**config.mk**
```make
export PLATFORM = sky130hd
export DESIGN_NAME = pnf_div_cell
export DESIGN_NICKNAME = d
export VERILOG_FILES = /design/src/rtl/core/pnf_pkg.sv /design/src/rtl/core/pnf_div_cell.sv
export SDC_FILE = /design/constraint.sdc
export NUM_CORES = 1
export LEC_CHECK = 0
export CAP_MARGIN = 10
export CORE_AREA = 2 2 101 103
export CTS_BUF_LIST = sky130_fd_sc_hd__clkbuf_8
export DETAILED_ROUTE_END_ITERATION = 12
export DIE_AREA = 0 0 103 105
export DONT_BUFFER_PORTS = 1
export REMOVE_ABC_BUFFERS = 1
export SLEW_MARGIN = 20
export SYNTH_ARGS = -nofsm -noshare
export SYNTH_HDL_FRONTEND = slang
export SYNTH_SLANG_ARGS = --single-unit
```
**constraint.sdc**
```tcl
create_clock -name clk -period 0.8 [get_ports clk]
set_clock_uncertainty 0.1 [all_clocks]
set_input_delay 0.2 -clock clk [delete_from_list [all_inputs] [get_ports clk]]
set_output_delay 0.2 -clock clk [all_outputs]
set_load 0.01 [all_outputs]
```
**src/rtl/core/pnf_pkg.sv**
```systemverilog
// ----------------------------------------------------------------------------
// Heightmap generator package
// Widths, codes, beat types and the gradient function of the noise pipeline.
// ----------------------------------------------------------------------------
package pnf_pkg;

	localparam int PERM_ENTRIES = 256;
	localparam int PERM_AW      = 8;
	localparam int DIM_W        = 13;
	localparam int SCALE_W      = 16;
	localparam int PIX_W        = 12;
	localparam int CFG_W        = 16;
	localparam int CFG_IDX_W    = 2;
	localparam int PROD_W       = PIX_W + SCALE_W;
	localparam int DIVIDEND_W   = PROD_W + 8;
	localparam int DIV_STEPS    = DIVIDEND_W;
	localparam int COORD_W      = 24;
	localparam int FRAC_W       = 16;
	localparam int OCTAVES      = 4;
	localparam int POS_W        = FRAC_W + 2;
	localparam int GRAD_W       = FRAC_W + 3;
	localparam int LERP_W       = GRAD_W + 1;
	localparam int NOISE_W      = LERP_W + 1;
	localparam int FADE_W       = 2 * FRAC_W + 5;
	localparam int PW_W         = 20;
	localparam int U_W          = FRAC_W + 1;
	localparam int SAMPLE_W     = 18;
	localparam int ACC_W        = 23;
	localparam int BIASED_W     = 22;
	localparam int RECIP_W      = 23;
	localparam int QPROD_W      = BIASED_W + RECIP_W;
	localparam int RECIP_SHIFT  = 26;
	localparam int OUT_W        = 18;
	localparam int LANE_STAGES  = 6;
	localparam int LATENCY      = 1 + DIV_STEPS + LANE_STAGES + 2;

	localparam logic [FADE_W-1:0] FADE_TEN = FADE_W'(10) << (2 * FRAC_W);
	localparam logic signed [ACC_W-1:0] ACC_BIAS = ACC_W'(15 * 65536);
	localparam logic [RECIP_W-1:0] RECIP_15 = RECIP_W'(4473925);
	localparam logic [QPROD_W-RECIP_SHIFT-1:0] Q_BIAS = (QPROD_W-RECIP_SHIFT)'(65536);
	localparam logic signed [NOISE_W-1:0] HALF_Q16 = NOISE_W'(32768);

	typedef enum logic [0:0] {
		OP_LOAD = 1'b0,
		OP_EVAL = 1'b1
	} op_t;

	typedef enum logic [CFG_IDX_W-1:0] {
		CFG_MAP_WIDTH   = 2'd0,
		CFG_MAP_HEIGHT  = 2'd1,
		CFG_NOISE_SCALE = 2'd2
	} cfg_idx_t;

	typedef struct packed {
		logic               load;
		logic [PERM_AW-1:0] idx;
		logic [PERM_AW-1:0] val;
	} beat_t;

	typedef struct packed {
		logic [DIM_W-1:0]      rem_x;
		logic [DIVIDEND_W-1:0] work_x;
		logic [DIM_W-1:0]      rem_y;
		logic [DIVIDEND_W-1:0] work_y;
	} div_t;

	typedef struct packed {
		logic               en;
		logic [PERM_AW-1:0] addr;
	} init_wr_t;

	function automatic logic signed [GRAD_W-1:0] grad_q16(
		input logic [3:0]               h,
		input logic signed [POS_W-1:0]  x,
		input logic signed [POS_W-1:0]  y
	);
		logic signed [GRAD_W-1:0] a;
		logic signed [GRAD_W-1:0] b;
		a = (h < 4'd8) ? GRAD_W'(x) : GRAD_W'(y);
		if (h < 4'd4) begin
			b = GRAD_W'(y);
		end else if (h == 4'd12 || h == 4'd14) begin
			b = GRAD_W'(x);
		end else begin
			b = '0;
		end
		if (h[0]) begin
			a = -a;
		end
		if (h[1]) begin
			b = -b;
		end
		return a + b;
	endfunction

endpackage

```
**src/rtl/core/pnf_div_cell.sv**
```systemverilog
// ----------------------------------------------------------------------------
// Coordinate divider cell
// One restoring division step for both pixel coordinates, plus the beat.
// ----------------------------------------------------------------------------
module pnf_div_cell (
	input  logic                        clk,
	input  logic                        arst_n,
	input  logic                        vld_in,
	input  pnf_pkg::beat_t              beat_in,
	input  pnf_pkg::div_t               div_in,
	input  logic [pnf_pkg::DIM_W-1:0]   dx,
	input  logic [pnf_pkg::DIM_W-1:0]   dy,
	output logic                        vld_s1,
	output pnf_pkg::beat_t              beat_s1,
	output pnf_pkg::div_t               div_s1
);

	logic [pnf_pkg::DIM_W:0] trial_x;
	logic [pnf_pkg::DIM_W:0] trial_y;
	logic                    ge_x;
	logic                    ge_y;

	always_comb begin
		trial_x = {div_in.rem_x, div_in.work_x[pnf_pkg::DIVIDEND_W-1]};
		trial_y = {div_in.rem_y, div_in.work_y[pnf_pkg::DIVIDEND_W-1]};
		ge_x    = trial_x >= {1'b0, dx};
		ge_y    = trial_y >= {1'b0, dy};
	end

	always_ff @(posedge clk or negedge arst_n) begin
		if (!arst_n) begin
			vld_s1 <= 1'b0;
		end else begin
			vld_s1 <= vld_in;
		end
	end

	always_ff @(posedge clk) begin
		beat_s1 <= beat_in;
		div_s1.rem_x  <= ge_x ? pnf_pkg::DIM_W'(trial_x - {1'b0, dx})
		                      : pnf_pkg::DIM_W'(trial_x);
		div_s1.rem_y  <= ge_y ? pnf_pkg::DIM_W'(trial_y - {1'b0, dy})
		                      : pnf_pkg::DIM_W'(trial_y);
		div_s1.work_x <= {div_in.work_x[pnf_pkg::DIVIDEND_W-2:0], ge_x};
		div_s1.work_y <= {div_in.work_y[pnf_pkg::DIVIDEND_W-2:0], ge_y};
	end

endmodule

```
==> reports/results.txt <==
fmax - 0.5571 GHz
area leader, netlist - dfxtp_1
synthesis-to-layout area growth - 68.12%
Top Ports - 260
drt initial violations - 113
average cell area after synthesis - 11.46 µm²
violated checks - negative hold slack, negative setup slack
post-DP HPWL - 9214 µm
crit end category - flip-flop
Critical Path Start Type - input pin
core area - 9639 µm²
Final period util - 2.244
largest cells by area after synthesis - dfxtp_1, ha_1, inv_1
Synth Warn # - 0
Die H - 105 µm
clock buffer depth - 2
unique cell type count in the Yosys netlist - 49
number of max-cap violations - 0
slowest CP cell - fa_2
antenna violations before repair - 0
CTS tree - done
Period minus WS final - 1.795 ns
HP Class - input pin to flip-flop
multi-input logic area - 1874 µm²
Fin Setup TNS - -55.84 ns
Yosys reg bits - 116
Seq/Total Area, Yosys - 0.5674
Async SR Flop Fraction - 0.008621
Worst Max-Slew Pin Slew - 0.3686 ns
Layout Utilization - 0.7153
commonest non-fill, non-tap cells in the layout - dlygate4sd3_1, dfxtp_2, buf_4
Final Worst Setup Slack - -0.9949 ns
Congestion Overflow GR - 0
total die area - 10820 µm²
die width - 103 µm
commonest non-fill, non-tap cell in the layout - dlygate4sd3_1
starting density of the core - 0.4255
Max VDD drop - 944.8 µV
clk root buf - clkbuf_8
largest net degree at the start of global routing - 17
Pwr Density - 2293 nW/µm²
Hold WS - -0.1901 ns
global-route usage over all layers - 0.2588
Port Buf Inserts - 0
DRC viols - 0
FILL cells - 665
Gate Count Post-Synth - 358
WL final - 14220 µm
status - finished, violations left
first-pass GRT wire length - 20910 µm
FF+latch area - 2497 µm²
CTS sink cnt - 116
Max-slew headroom - 0.7520
cells along the critical path - clkinv_16, ha_4, inv_2, fa_2, a21oi_4, o2111ai_4, a2111oi_4, or2_4, inv_8, mux2_4
num rows - 36
Top FF cell, synth - dfxtp_1
critical path peak fanout - 5
antenna-violating nets left - 0
worst path required time - 1.01 ns
CP delay by family, top - compound AO/OA/AOI/OAI gates
Pleak - 2.960 nW
area share of the largest cell type after synthesis - 0.5613
Via density - 4.983
WL/cell - 20.05 µm
CP Class - input pin to flip-flop
crit path buf inv count - 3
Net count, final - 735
Final Hold Vio Count - 3
H-tree lvl count - 4
max-slew violations - 0
final setup fails - 144
placer congestion estimate - 0.8759
layout cell share with drive strength beyond 1 - 0.4913
diode count - 0
synthesized area - 4101 µm²
EDFF count, synth - 0
Critical Path AT - 2.00 ns
clk slew on worst S/H paths - 0.07 ns
number of global-route vias before repair - 3898
Via Count - 3533
RSZ-0062 raised after global routing - true
drt pass-1 iters - 5
max incr delay on CP - 0.36 ns
Num CTS Buffers - 17
==> sequential cells by signal (all words and copies together), names as in the netlist <==
register,cells
beat_s1,17
div_s1,98
vld_s1,1
==> Yosys cell counts, types with 2 or more instances <==
| cell type | n |
|---|---|
| xor2_1 | 5 |
| a2111oi_2 | 2 |
| or3_1 | 2 |
| o211ai_1 | 10 |
| o21bai_1 | 2 |
| nor4_1 | 2 |
| o21a_1 | 5 |
| nand2b_1 | 2 |
| o31ai_1 | 6 |
| mux2_4 | 8 |
| nand2_1 | 17 |
| a21boi_0 | 2 |
| and3b_1 | 2 |
| xnor2_1 | 9 |
| o31a_1 | 2 |
| inv_1 | 33 |
| o21ai_0 | 14 |
| a21oi_1 | 20 |
| fa_1 | 2 |
| mux2_2 | 9 |
| o2111ai_1 | 2 |
| mux2i_1 | 3 |
| a211oi_1 | 4 |
| nor3b_1 | 2 |
| nor3_1 | 5 |
| a21o_1 | 5 |
| dfxtp_1 | 115 |
| ha_1 | 26 |
| nand3_1 | 8 |
| nand4_1 | 3 |
| nor2_1 | 13 |
==> stage by stage <==
stage | hold slack, ns | cells | total power (W) | worst slack [ns] | area (µm²)
after floorplan | -0.1956 | 354 | 0.008137 | -1.761 | 4074
after global placement | -0.1955 | 555 | 0.008932 | -1.693 | 4751
after detailed placement | -0.1955 | 555 | 0.008956 | -1.806 | 4751
after CTS | -0.2299 | 708 | 0.01565 | -0.9584 | 6728
after global routing | -0.2149 | 709 | 0.01648 | -1.068 | 6895
final | -0.1901 | 709 | 0.01581 | -0.9949 | 6895
==> final timing paths <==
check / cells after the start / startpoint / end
setup / recovery: 10 / div_in[35] / div_s1[41]
hold / removal: 2 / div_in[84] / div_s1[85]
max in group asynchronous: 2 / arst_n / vld_s1
min in group asynchronous: 2 / arst_n / vld_s1
==> per-layer routing <==
metal  vias to the layer above  track usage  wire length (µm)
li1                       1667            -                 -
met3                        32      0.07492               951
met5                         -            0                 0
met1                      1666       0.2746              5166
met4                         0       0.1043               396
met2                       168       0.4685              7704
==> kinds of logic (layout without fill, tap and decap cells) <==
logic type | Yosys count | count (layout) | synth area share
and+or+nand+nor | 61 | 61 | 0.07383
adders and majority gates | 28 | 28 | 0.08908
xor gates and xnor gates | 14 | 14 | 0.02990
muxes | 20 | 20 | 0.06132
DFF | 116 | 116 | 0.5674
AOI/OAI and AO/OA | 80 | 80 | 0.1379
buffers and inverters | 39 | 257 | 0.04057
==> power breakdown <==
part	switching, W	total (W)	internal (W)
combinational	0.00122	0.00287	0.00165
sequential	0.000545	0.00696	0.00642
clock	0.00255	0.00598	0.00342
total	0.00431	0.0158	0.0115
==> final cells by class <==
cell class | instances | area share
Sequential cell | 116 | 0.3622
Multi-Input combinational cell | 203 | 0.2718
Timing Repair Buffer | 189 | 0.2484
Clock buffer | 17 | 0.03393
Clock inverter | 15 | 0.02976
Inverter | 35 | 0.02849
Tap cell | 133 | 0.02413
Timing Repair inverter | 1 | 0.001270
==> what timing repair did <==
action	4_1_cts	5_1_grt
setup endpoints to repair	144	144
endpoints found under the hold margin	115	5
pin swaps	16	21
hold buffers	112	1
gates resized for setup	170	34
buffers inserted	9	4
cloned	1	0
(Power assumes the default switching activity.)
